`config.mk`:
```
export PLATFORM = sky130hd
export DESIGN_NAME = base_run_length_encoder_top
export DESIGN_NICKNAME = d
export VERILOG_FILES = /design/src/rtl/brle_pkg.sv /design/src/rtl/brle_front.sv /design/src/rtl/brle_queue.sv /design/src/rtl/brle_back.sv /design/src/rtl/base_run_length_encoder_top.sv
export SDC_FILE = /design/constraint.sdc
export NUM_CORES = 1
export LEC_CHECK = 0
export BUFFER_PORTS_ARGS = -buffer_cell sky130_fd_sc_hd__buf_2
export CELL_PAD_IN_SITES_DETAIL_PLACEMENT = 0
export CELL_PAD_IN_SITES_GLOBAL_PLACEMENT = 1
export CORE_ASPECT_RATIO = 0.7
export CORE_MARGIN = 2
export CORE_UTILIZATION = 55
export CTS_CLUSTER_SIZE = 10
export DETAILED_ROUTE_END_ITERATION = 10
export PLACE_DENSITY_LB_ADDON = 0.1
export SLEW_MARGIN = 10
export SYNTH_ARGS = -nofsm -noshare
export SYNTH_HDL_FRONTEND = slang
export SYNTH_SLANG_ARGS = --single-unit
```
`constraint.sdc`:
```
create_clock -name i_clk -period 9.8 [get_ports i_clk]
set_input_delay 1.96 -clock i_clk [delete_from_list [all_inputs] [get_ports i_clk]]
set_output_delay 1.96 -clock i_clk [all_outputs]
set_load 0.005 [all_outputs]
```
`src/rtl/brle_pkg.sv`:
```
// Shared types, constants and helpers of the base run-length encoder.
package brle_pkg;

    localparam int MAX_RUN_DEF = 255;
    localparam int QDEPTH      = 4;
    localparam int QPTR_W      = $clog2(QDEPTH);

    typedef struct packed {
        logic [7:0] base_char;
        logic [7:0] base_quality;
        logic       read_end;
    } t_base_item;

    typedef struct packed {
        logic [7:0] run_char;
        logic [7:0] run_length;
        logic [7:0] run_mean_quality;
        logic       final_run;
    } t_run_item;

    // closed run waiting for its mean to be worked out
    typedef struct packed {
        logic [7:0]  run_char;
        logic [7:0]  run_length;
        logic [15:0] qual_sum;
        logic        final_run;
    } t_run_rec;

    function automatic logic [7:0] to_upper(input logic [7:0] c);
        logic [7:0] r;
        r = c;
        if (c >= 8'h61 && c <= 8'h7a) begin
            r = c - 8'h20;
        end
        return r;
    endfunction

endpackage

```
`src/rtl/brle_front.sv`:
```
// Front end: tracks the open run and turns closed runs into records.
module brle_front import brle_pkg::*; #(
    parameter int MAX_RUN = MAX_RUN_DEF
) (
    input  logic       i_clk,
    input  logic       i_rst_n,
    input  logic       i_valid,
    input  t_base_item i_item,
    output logic       o_stall,
    input  logic       i_q_full,
    output logic       o_push,
    output t_run_rec   o_push_rec
);

    localparam int SPLIT_I = (MAX_RUN > 255) ? 255 : ((MAX_RUN < 1) ? 1 : MAX_RUN);
    localparam logic [7:0] SPLIT = 8'(SPLIT_I);

    logic [7:0]  r_char,  n_char;
    logic [7:0]  r_count, n_count;
    logic [15:0] r_sum,   n_sum;
    logic        r_open,  n_open;
    logic        r_pend_v, n_pend_v;
    t_run_rec    r_pend,  n_pend;

    logic        accept;
    logic        extend;
    logic        close_old;
    logic [7:0]  run_char;
    logic [7:0]  run_count;
    logic [15:0] run_sum;
    t_run_rec    rec_old;
    t_run_rec    rec_end;

    assign o_stall = r_pend_v || i_q_full;
    assign accept  = i_valid && !o_stall;

    always_comb begin
        extend    = r_open && (i_item.base_char == r_char) && (r_count < SPLIT);
        close_old = r_open && !extend;
        if (extend) begin
            run_char  = r_char;
            run_count = r_count + 8'd1;
            run_sum   = r_sum + {8'd0, i_item.base_quality};
        end else begin
            run_char  = i_item.base_char;
            run_count = 8'd1;
            run_sum   = {8'd0, i_item.base_quality};
        end
        rec_old = '{run_char: to_upper(r_char), run_length: r_count,
                    qual_sum: r_sum, final_run: 1'b0};
        rec_end = '{run_char: to_upper(run_char), run_length: run_count,
                    qual_sum: run_sum, final_run: 1'b1};

        n_char     = r_char;
        n_count    = r_count;
        n_sum      = r_sum;
        n_open     = r_open;
        n_pend_v   = r_pend_v;
        n_pend     = r_pend;
        o_push     = 1'b0;
        o_push_rec = rec_old;

        if (accept) begin
            if (i_item.read_end) begin
                n_char  = 8'd0;
                n_count = 8'd0;
                n_sum   = 16'd0;
                n_open  = 1'b0;
            end else begin
                n_char  = run_char;
                n_count = run_count;
                n_sum   = run_sum;
                n_open  = 1'b1;
            end
            if (close_old) begin
                o_push     = 1'b1;
                o_push_rec = rec_old;
                // second record of this item is held in r_pend until the queue has room
                n_pend_v   = i_item.read_end;
                n_pend     = rec_end;
            end else if (i_item.read_end) begin
                o_push     = 1'b1;
                o_push_rec = rec_end;
            end
        end else if (r_pend_v && !i_q_full) begin
            o_push     = 1'b1;
            o_push_rec = r_pend;
            n_pend_v   = 1'b0;
        end
    end

    always_ff @(posedge i_clk) begin
        if (!i_rst_n) begin
            r_char   <= '0;
            r_count  <= '0;
            r_sum    <= '0;
            r_open   <= 1'b0;
            r_pend_v <= 1'b0;
        end else begin
            r_char   <= n_char;
            r_count  <= n_count;
            r_sum    <= n_sum;
            r_open   <= n_open;
            r_pend_v <= n_pend_v;
        end
        r_pend <= n_pend;
    end

endmodule

```
`src/rtl/brle_queue.sv`:
```
// Short record queue between front and back end.
module brle_queue import brle_pkg::*; (
    input  logic     i_clk,
    input  logic     i_rst_n,
    input  logic     i_push,
    input  t_run_rec i_push_rec,
    output logic     o_full,
    input  logic     i_pop,
    output logic     o_not_empty,
    output t_run_rec o_head
);

    t_run_rec            r_mem [QDEPTH];
    logic [QPTR_W-1:0]   r_wptr, n_wptr;
    logic [QPTR_W-1:0]   r_rptr, n_rptr;
    logic [QPTR_W:0]     r_fill, n_fill;

    assign o_full      = (r_fill == (QPTR_W+1)'(QDEPTH));
    assign o_not_empty = (r_fill != '0);
    assign o_head      = r_mem[r_rptr];

    always_comb begin
        n_wptr = r_wptr;
        n_rptr = r_rptr;
        n_fill = r_fill;
        if (i_push) begin
            n_wptr = r_wptr + 1'b1;
        end
        if (i_pop) begin
            n_rptr = r_rptr + 1'b1;
        end
        unique case ({i_push, i_pop})
            2'b10:   n_fill = r_fill + 1'b1;
            2'b01:   n_fill = r_fill - 1'b1;
            default: n_fill = r_fill;
        endcase
    end

    always_ff @(posedge i_clk) begin
        if (!i_rst_n) begin
            r_wptr <= '0;
            r_rptr <= '0;
            r_fill <= '0;
        end else begin
            r_wptr <= n_wptr;
            r_rptr <= n_rptr;
            r_fill <= n_fill;
        end
        if (i_push) begin
            r_mem[r_wptr] <= i_push_rec;
        end
    end

endmodule

```
`src/rtl/brle_back.sv`:
```
// Back end: bit-serial mean-quality divider and output register.
module brle_back import brle_pkg::*; (
    input  logic      i_clk,
    input  logic      i_rst_n,
    input  logic      i_q_not_empty,
    input  t_run_rec  i_q_head,
    output logic      o_pop,
    output logic      o_valid,
    output t_run_item o_run,
    input  logic      i_stall
);

    localparam logic [1:0] S_IDLE = 2'd0;
    localparam logic [1:0] S_DIV  = 2'd1;
    localparam logic [1:0] S_OUT  = 2'd2;

    logic [1:0] r_state, n_state;
    logic [2:0] r_step,  n_step;
    logic [7:0] r_rem,   n_rem;
    logic [7:0] r_quo,   n_quo;   // low dividend bits shift out, quotient bits in
    logic [7:0] r_char,  n_char;
    logic [7:0] r_len,   n_len;
    logic       r_final, n_final;

    logic [8:0] trial;
    logic [8:0] diff;
    logic       qbit;

    assign o_pop   = (r_state == S_IDLE) && i_q_not_empty;
    assign o_valid = (r_state == S_OUT);
    assign o_run   = '{run_char: r_char, run_length: r_len,
                       run_mean_quality: r_quo, final_run: r_final};

    always_comb begin
        trial = {r_rem, r_quo[7]};
        diff  = trial - {1'b0, r_len};
        qbit  = (trial >= {1'b0, r_len});

        n_state = r_state;
        n_step  = r_step;
        n_rem   = r_rem;
        n_quo   = r_quo;
        n_char  = r_char;
        n_len   = r_len;
        n_final = r_final;

        unique case (r_state)
            S_IDLE: begin
                if (i_q_not_empty) begin
                    // sum < len * 256, so the high byte is already a valid remainder
                    n_rem   = i_q_head.qual_sum[15:8];
                    n_quo   = i_q_head.qual_sum[7:0];
                    n_char  = i_q_head.run_char;
                    n_len   = i_q_head.run_length;
                    n_final = i_q_head.final_run;
                    n_step  = '0;
                    n_state = S_DIV;
                end
            end
            S_DIV: begin
                n_rem  = qbit ? diff[7:0] : trial[7:0];
                n_quo  = {r_quo[6:0], qbit};
                n_step = r_step + 3'd1;
                if (r_step == 3'd7) begin
                    n_state = S_OUT;
                end
            end
            S_OUT: begin
                if (!i_stall) begin
                    n_state = S_IDLE;
                end
            end
            default: n_state = S_IDLE;
        endcase
    end

    always_ff @(posedge i_clk) begin
        if (!i_rst_n) begin
            r_state <= S_IDLE;
            r_step  <= '0;
        end else begin
            r_state <= n_state;
            r_step  <= n_step;
        end
        r_rem   <= n_rem;
        r_quo   <= n_quo;
        r_char  <= n_char;
        r_len   <= n_len;
        r_final <= n_final;
    end

endmodule

```
`src/rtl/base_run_length_encoder_top.sv`:
```
// Top level of the base run-length encoder.
// Takes one read character per item and emits one item per closed run: the
// run's character upper-cased, its length, the floor of its mean quality and
// a flag on the read's last run. Runs split at MAX_RUN characters (clamped to
// 1..255). The front end takes one item per cycle while its four-entry run
// queue has room; an item closing two runs holds the input until both are
// queued. Each run then passes the back end: queue pop, eight steps of the
// bit-serial divider, an output state held while i_stall is high; no new run
// is popped before the last is out. Long runs keep one item per cycle.
module base_run_length_encoder_top import brle_pkg::*; #(
    parameter int MAX_RUN = MAX_RUN_DEF
) (
    input  logic       i_clk,
    input  logic       i_rst_n,
    input  logic       i_valid,
    input  t_base_item i_item,
    output logic       o_stall,
    output logic       o_valid,
    output t_run_item  o_run,
    input  logic       i_stall
);

    logic     q_full;
    logic     q_push;
    t_run_rec q_push_rec;
    logic     q_pop;
    logic     q_not_empty;
    t_run_rec q_head;

    brle_front #(
        .MAX_RUN(MAX_RUN)
    ) u_front (
        .i_clk      (i_clk),
        .i_rst_n    (i_rst_n),
        .i_valid    (i_valid),
        .i_item     (i_item),
        .o_stall    (o_stall),
        .i_q_full   (q_full),
        .o_push     (q_push),
        .o_push_rec (q_push_rec)
    );

    brle_queue u_queue (
        .i_clk       (i_clk),
        .i_rst_n     (i_rst_n),
        .i_push      (q_push),
        .i_push_rec  (q_push_rec),
        .o_full      (q_full),
        .i_pop       (q_pop),
        .o_not_empty (q_not_empty),
        .o_head      (q_head)
    );

    brle_back u_back (
        .i_clk         (i_clk),
        .i_rst_n       (i_rst_n),
        .i_q_not_empty (q_not_empty),
        .i_q_head      (q_head),
        .o_pop         (q_pop),
        .o_valid       (o_valid),
        .o_run         (o_run),
        .i_stall       (i_stall)
    );

endmodule

```
# After elaboration in Yosys (flattened, before gate mapping)
# Memories as Yosys holds them, arrays and structs flattened. A register that Yosys moved wholly into a read port is not among the register bits.
# Cells that the tools add are included.
[op_classes]
n_addsub = 10
n_mul = 0
div_mod_pow = 0
n_lt_le_gt_ge = 6
eq_ne = 11
shifts = 0
n_mux = 36
bitwise_logic = 0
reduce_logical = 22
[op_table]
columns = ["cell", "count"]
rows = [
  ["2-to-1 mux 33 bit", 4],
  ["2-to-1 mux 8 bit", 9],
  ["2-to-1 mux 16 bit", 2],
  ["one-hot mux 8 bit (2 select lines)", 2],
  ["adder 16 x 8 -> 16 bit", 1],
  [">= comparator 8 x 7 -> 1 bit (second input constant)", 2],
  ["less-or-equal comparator 8 x 7 -> 1 bit (second input constant)", 2],
  ["subtractor 8 x 6 -> 8 bit (second input constant)", 2],
  ["one-hot mux 3 bit (2 select lines)", 2],
  ["2-to-1 mux 1 bit", 10],
  ["2-to-1 mux 2 bit", 5],
  [">= comparator 9 x 8 -> 1 bit", 1],
  ["adder 8 x 1 -> 8 bit (second input constant)", 1],
  ["equality test 8 bit", 1],
  ["logical AND 1 bit", 8],
  ["< comparator 8 bit (second input constant)", 1],
  ["AND reduction 2 bit", 4],
  ["subtractor 8 bit", 1],
  ["adder 3 x 1 -> 3 bit (second input constant)", 2],
  ["equality test 3 bit (second input constant)", 2],
  ["one-hot mux 2 bit (3 select lines)", 1],
  ["nonzero test 2 bit", 3],
  ["adder 2 x 1 -> 2 bit (second input constant)", 2],
  ["equality test 2 x 1 -> 1 bit (second input constant)", 2],
  ["10 further kinds", 15],
]
[word_totals]
ff_bits = 111
latch_bits = 0
ram_bits = 132
mem_bits_ro = 0
inputBits = 21
output_inout_bits = 27
word_cells = 104
n_memories = 1
[mem_list]
columns = ["name", "words", "width", "rd", "rd_ports_with_merged_regs", "wr", "line_no", "text"]
rows = [
  ["u_queue.r_mem", 4, 33, 1, 1, 1, "brle_queue.sv:13", "t_run_rec r_mem [QDEPTH];"],
]

# Depth between registers and ports, before layout
[logic_depth]
depth_word = 10
ltp_mapped = 13
mapped_depth_nobuf = 11

# Cells and area by module
# Synthesis repeated with hierarchy kept, for this count alone.
[hier_totals]
hier_cells = 858
hier_area_um2 = 11293.3
[by_module_without_submodules]
columns = ["module", "n_inst", "cells_per_inst", "area_each_um2", "seq_area_each_um2"]
rows = [
  ["brle_queue", 1, 215, 5251.3, 4144.0],
  ["brle_front", 1, 474, 4112.7, 1641.6],
  ["brle_back", 1, 169, 1929.4, 1091.0],
]

# Least setup slack after synthesis
# OpenSTA, ideal clock, no wires.
[synth_timing]
path_kind = "input to register"
startpoint = "input i_item[16] (netlist name)"
endpoint = "memory u_queue.r_mem[0][0] (netlist name), enable pin"
setup_ns = 0.427
arrival_ns = 4.188
required_ns = 9.373
path_slack_ns = 5.184
cell_stages = 6
n_path_buf = 0
cell_sequence = "xnor2_1 > nand3_1 > nor3_2 > nand2_2 > a311oi_4 > nor2b_1"
[synth_via]
elab_chain_len = 9
[synth_rtl]
columns = ["item", "line_no", "text"]
rows = [
  ["from (decl)", "base_run_length_encoder_top.sv:16", "input t_base_item i_item,"],
  ["equality test 8 bit", "brle_front.sv:38", "extend = r_open && (i_item.base_char == r_char) && (r_count < SPLIT);"],
  ["logical AND 1 bit (2 in series)", "brle_front.sv:38", ""],
  ["logical NOT 1 bit", "brle_front.sv:39", "close_old = r_open && !extend;"],
  ["logical AND 1 bit", "brle_front.sv:39", ""],
  ["2-to-1 mux 1 bit", "brle_front.sv:75", "if (close_old) begin"],
  ["2-to-1 mux 1 bit", "brle_front.sv:63", "if (accept) begin"],
  ["2-to-1 mux 1 bit", "brle_queue.sv:49", "if (i_push) begin"],
  ["2-to-1 mux 1 bit (not written as such)", "brle_queue.sv:50", "r_mem[r_wptr] <= i_push_rec;"],
  ["to (decl)", "brle_queue.sv:13", ""],
]
# Every way passes these cells.

# Final worst setup path
[layout_timing]
startpoint = "input i_item[10] (netlist name)"
endpoint = "register u_queue.r_fill[2]"
[layout_via]
elab_chain_len = 9
elab_cells_between_ends = 11
classes_between = "3 x eq/ne; 3 x mux; 5 x reduce/logical"
[layout_rtl]
columns = ["item", "line_no", "text"]
rows = [
  ["equality test 8 bit *", "brle_front.sv:38", ""],
  ["logical AND 1 bit * (2 in series)", "brle_front.sv:38", ""],
  ["logical NOT 1 bit *", "brle_front.sv:39", ""],
  ["logical AND 1 bit *", "brle_front.sv:39", ""],
  ["2-to-1 mux 1 bit *", "brle_front.sv:75", ""],
  ["2-to-1 mux 1 bit *", "brle_front.sv:63", ""],
  ["equality test 2 x 1 -> 1 bit or equality test 2 bit (tied branches)", "brle_queue.sv:32", "unique case ({i_push, i_pop})"],
  ["one-hot mux 3 bit (2 select lines) or nonzero test 2 bit (tied branches)", "-", ""],
  ["to (signal assigned)", "brle_queue.sv:47", "r_fill <= n_fill;"],
  ["to (decl)", "brle_queue.sv:16", "logic [QPTR_W:0] r_fill, n_fill;"],
]
# Every way passes the cells marked *; elsewhere a longest branch is shown, timed or not.
# A chain may end at the register's enable or synchronous reset.

==> impl_table.tex <==
\begin{tabular}{lr}
\hline
Metric & Value \\
\hline
\multicolumn{2}{l}{\textbf{Placement}} \\
Gpl congestion & 0.879 \\
Quantity of I/O buffers inserted on ports & 47 \\
Dpl cells & 1175 \\
Half-perimeter wire length after placement & 16.6 mm \\
\multicolumn{2}{l}{\textbf{Clock network}} \\
Clock tree from TritonCTS & done \\
Clock tree buffer depth & 3 \\
Sink Count & 245 \\
CTS Buf Count & 28 \\
CTS H-Tree Depth & 1 \\
CTS clk-pin slew, worst paths & 60 ps \\
Latest clock arrival within the worst-skew pair & 520 ps \\
Post-cts sizing count & 0 \\
Clock root cell & sky130\_fd\_sc\_hd\_\_clkbuf\_16 \\
Hold-fix buffers, CTS & 0 \\
Setup repair bufs after CTS & 0 \\
\multicolumn{2}{l}{\textbf{Run status}} \\
Result of the run & completed \\
\multicolumn{2}{l}{\textbf{Setup path}} \\
Buffers and inverters on the worst path & 2 \\
Slowest stage delay, CP & 680 ps \\
Slowest cell on crit path & sky130\_fd\_sc\_hd\_\_a311oi\_4 \\
Required time of the critical path & 10250 ps \\
WS Path Type & in -> reg \\
Sort of element at the end of the critical path & flip-flop \\
Startpoint class of the critical path & input port \\
Crit-path max FO & 28 \\
Cells along the critical path & buf\_2 > xnor2\_1 > nand4\_2 > nor3\_2 > nand2\_2 > a311oi\_4 > ha\_1 > inv\_1 > fa\_1 > xor2\_1 > or3\_1 > a21oi\_1 \\
CP arrival & 5290 ps \\
Category of cells accounting for the largest share of critical-path delay & simple AND/OR/NAND/NOR gates \\
\multicolumn{2}{l}{\textbf{Route}} \\
Total length of routed wires & 25.3 mm \\
Post-route ant nets & 0 \\
Total via count after detailed routing & 7323 \\
Iter 0 DRT Violations & 540 \\
\# DRC & 0 \\
Vias per std cell & 5.97 \\
Detailed Routing Iterations Pass 1 & 5 \\
Average wire per cell in the routed design & 20.6 um \\
\multicolumn{2}{l}{\textbf{Floorplan}} \\
DIE HEIGHT & 125 um \\
Die extent in x & 176 um \\
Core box area & 0.0206 mm2 \\
Area of the die & 0.0220 mm2 \\
I/O pin count & 48 \\
Initial Utilization & 55.5\% \\
Cell row count & 44 \\
\multicolumn{2}{l}{\textbf{Synth}} \\
Dominant synthesized flop cell & sky130\_fd\_sc\_hd\_\_edfxtp\_1 \\
Number of flops mapped to enable cells by yosys & 197 \\
Sequential element share of the synthesized area & 60.1\% \\
Fraction of synthesized cell area taken by the top area cell type & 51.7\% \\
Synthesized area per cell & 12.8 um2 \\
Post-Syn Instances & 891 \\
Cell type with the largest total area after synthesis & sky130\_fd\_sc\_hd\_\_edfxtp\_1 \\
Post-Syn Nets & 941 \\
Main area contributors after synthesis & sky130\_fd\_sc\_hd\_\_edfxtp\_1 52\%, sky130\_fd\_sc\_hd\_\_dfxtp\_1 8.4\%, sky130\_fd\_sc\_hd\_\_mux4\_2 6.5\% \\
Unique masters post-synth & 74 \\
Flip-flop and latch count after synthesis & 245 \\
Cell area after synthesis & 0.0114 mm2 \\
Count of synthesis-stage warnings from yosys & 0 \\
Share of synthesized flip-flops with an asynchronous set or reset & 0\% \\
\multicolumn{2}{l}{\textbf{Cells and area}} \\
Syn-to-layout area delta & 11.5\% \\
\# nets final & 979 \\
Most frequent cells in the layout & 197 x sky130\_fd\_sc\_hd\_\_edfxtp\_1, 81 x sky130\_fd\_sc\_hd\_\_nand2\_1, 58 x sky130\_fd\_sc\_hd\_\_nor2\_1, 47 x sky130\_fd\_sc\_hd\_\_dfxtp\_1, 47 x sky130\_fd\_sc\_hd\_\_buf\_2 \\
Most frequent standard cell in the layout excluding fill and tap cells & sky130\_fd\_sc\_hd\_\_edfxtp\_1 \\
Share of layout cells above drive strength 1 & 15.8\% \\
Number of fillers in the final layout & 1603 \\
Count of non-filler cells in the finished layout & 1227 \\
Combined area of the multi-input logic cells & 0.00419 mm2 \\
Seq. cell area & 0.00688 mm2 \\
Antenna cell count & 0 \\
\multicolumn{2}{l}{\textbf{Hold path}} \\
Hold crit path type & reg -> reg \\
\multicolumn{2}{l}{\textbf{STA}} \\
Number of endpoints with negative hold slack in the final report & 0 \\
Relative slew slack & 37.7\% \\
Ratio of final minimum period to clock period & 49.4\% \\
Worst-Margin Slew & 935 ps \\
Shortest period the worst path allows & 4840 ps \\
Sum Neg Setup Slack & 0 ps \\
Setup repair after global routing missed its margin & false \\
Post-route clock skew & 9.66 ps \\
Final-report max-slew violation count & 0 \\
Final setup violating endpoints & 0 \\
Maximum clock frequency & 207 MHz \\
\multicolumn{2}{l}{\textbf{Pwr}} \\
Clock network fraction of total power & 29.0\% \\
Switching part of the total power & 29.9\% \\
Worst-case vdd ir drop & 0.216 mV \\
Combinational group share of total power & 27.6\% \\
Leakage & 4.43 nW \\
Internal Power & 0.00227 W \\
Net Switching & 0.000971 W \\
Power Density & 254 mW/mm2 \\
Seq pwr share & 43.4\% \\
\multicolumn{2}{l}{\textbf{Global route}} \\
Busiest layer in global routing & met2 \\
GR Layer Usage met3 & 3.91\% \\
Global-route wire length before repair & 40.6 mm \\
GR Util met1 & 34.4\% \\
Total gr overflow & 0 \\
Total global routing track utilization & 23.8\% \\
Initial antenna violation count & 0 \\
Routing usage on met2 & 38.1\% \\
Via count of the first global-routing pass & 7385 \\
Maximum number of pins on one net before global-route repair & 39 \\
\multicolumn{2}{l}{\textbf{Run}} \\
Max cap viols & 0 \\
\hline
\end{tabular}
cell families (layout without fill, tap and decap cells):
kind of cell / count (synthesis) / count (layout) / synth area share (%)
AO/OA/AOI/OAI: 176 / 176 / 10.7
XOR/XNOR: 32 / 32 / 2.45
adder cells (fa/ha/maj): 29 / 29 / 3.37
buffers and inverters: 94 / 154 / 3.30
flip-flops: 245 / 245 / 60.1
multiplexers: 53 / 53 / 8.31
AND/OR/NAND/NOR: 262 / 262 / 11.7
worst paths after layout:
path / slack, ps / from / cells after the start / endpoint
max: 4960 / i_item[10] / 12 / u_queue.r_fill[2]$_SDFFE_PN0P_
min: 480 / u_back.r_step[1]$_SDFFE_PN0P_ / 2 / u_back.r_step[1]$_SDFFE_PN0P_
max reg2reg: 6030 / u_front.r_count[0]$_SDFFE_PN0P_ / 8 / u_queue.r_mem[3][4]$_DFFE_PP_
min reg2reg: 480 / u_back.r_step[1]$_SDFFE_PN0P_ / 2 / u_back.r_step[1]$_SDFFE_PN0P_
tightest hold or removal path, delay by kind of cell (launching register included):
family	cells	cell delay (ps)
flops	1	310
compound gates	1	60
simple gates	1	60
layout make-up:
cell class / instances / share of cell area, %
Sequential cell: 245 / 53.9
Multi-Input combinational cell: 552 / 32.9
Clock buffer: 52 / 6.52
Timing Repair Buffer: 64 / 2.85
Tap cell: 276 / 2.71
Inverter: 38 / 1.12
power by group through the flow:
stage	Combinational, W	Sequential, W	Clock, W
2_1_floorplan	0.000628	0.00141	0
3_3_place_gp	0.000874	0.00142	0
3_5_place_dp	0.000898	0.00143	0
4_1_cts	0.000903	0.00141	0.000961
5_1_grt	0.000994	0.00142	0.00101
6_report	0.000895	0.00141	0.000942
per-layer routing:
metal	part of all wire [%]	vias up
met5	0	-
met4	2.2	0
met3	4.9	36
met2	47	199
met1	46	3653
li1	-	3435
through the flow:
stage / util (%) / cell area (um2) / hold slack (ps) / setup WS (ps) / power [W]
2_1_floorplan: - / 11400 / 449 / 5180 / 0.00204
3_3_place_gp: 57.9 / 11900 / 459 / 4510 / 0.00229
3_5_place_dp: 57.9 / 11900 / 473 / 4430 / 0.00233
4_1_cts: 61.9 / 12800 / 481 / 4970 / 0.00327
5_1_grt: 61.9 / 12800 / 504 / 4660 / 0.00343
6_report: 61.9 / 12800 / 481 / 4960 / 0.00325
registers in the layout, indices dropped and copies added, names as in the netlist, named ones only:
signal / count
u_front.r_sum: 16
u_back.r_len: 8
u_back.r_state: 2
u_queue.r_fill: 3
u_queue.r_rptr: 2
u_back.r_quo: 8
u_front.r_char: 8
u_front.r_count: 8
u_front.r_open: 1
u_queue.r_wptr: 2
u_back.r_rem: 8
u_back.r_step: 3
u_back.r_final: 1
u_queue.r_mem: 132
u_front.r_pend: 32
u_front.r_pend_v: 1
u_back.r_char: 8
synth_stat cells, types with 4 or more instances:
cell and instances:
sky130_fd_sc_hd__edfxtp_1 197, sky130_fd_sc_hd__xnor2_1 24, sky130_fd_sc_hd__mux2i_1 14, sky130_fd_sc_hd__nand3b_1 6
sky130_fd_sc_hd__o21ai_0 17, sky130_fd_sc_hd__and2_1 8, sky130_fd_sc_hd__o31ai_1 8, sky130_fd_sc_hd__nand3_1 25
sky130_fd_sc_hd__or4_1 5, sky130_fd_sc_hd__mux4_2 33, sky130_fd_sc_hd__o21ai_1 19, sky130_fd_sc_hd__a21o_1 6
sky130_fd_sc_hd__clkbuf_1 39, sky130_fd_sc_hd__o31a_1 4, sky130_fd_sc_hd__nand4_1 6, sky130_fd_sc_hd__nand2b_1 10
sky130_fd_sc_hd__nor2_1 58, sky130_fd_sc_hd__buf_2 10, sky130_fd_sc_hd__mux2_1 5, sky130_fd_sc_hd__dfxtp_1 48
sky130_fd_sc_hd__a21oi_1 42, sky130_fd_sc_hd__xor2_1 8, sky130_fd_sc_hd__nand4b_1 5, sky130_fd_sc_hd__o221a_1 6
sky130_fd_sc_hd__inv_1 38, sky130_fd_sc_hd__o21a_1 11, sky130_fd_sc_hd__o221ai_1 4, sky130_fd_sc_hd__nor3_1 11
sky130_fd_sc_hd__or3_1 9, sky130_fd_sc_hd__nand2_1 81, sky130_fd_sc_hd__o22ai_1 4, sky130_fd_sc_hd__and3_1 9
sky130_fd_sc_hd__nor2b_1 12, sky130_fd_sc_hd__ha_1 26, sky130_fd_sc_hd__a31oi_1 8, sky130_fd_sc_hd__a22oi_1 16
No activity file was read; power rests on OpenSTA's default activity.
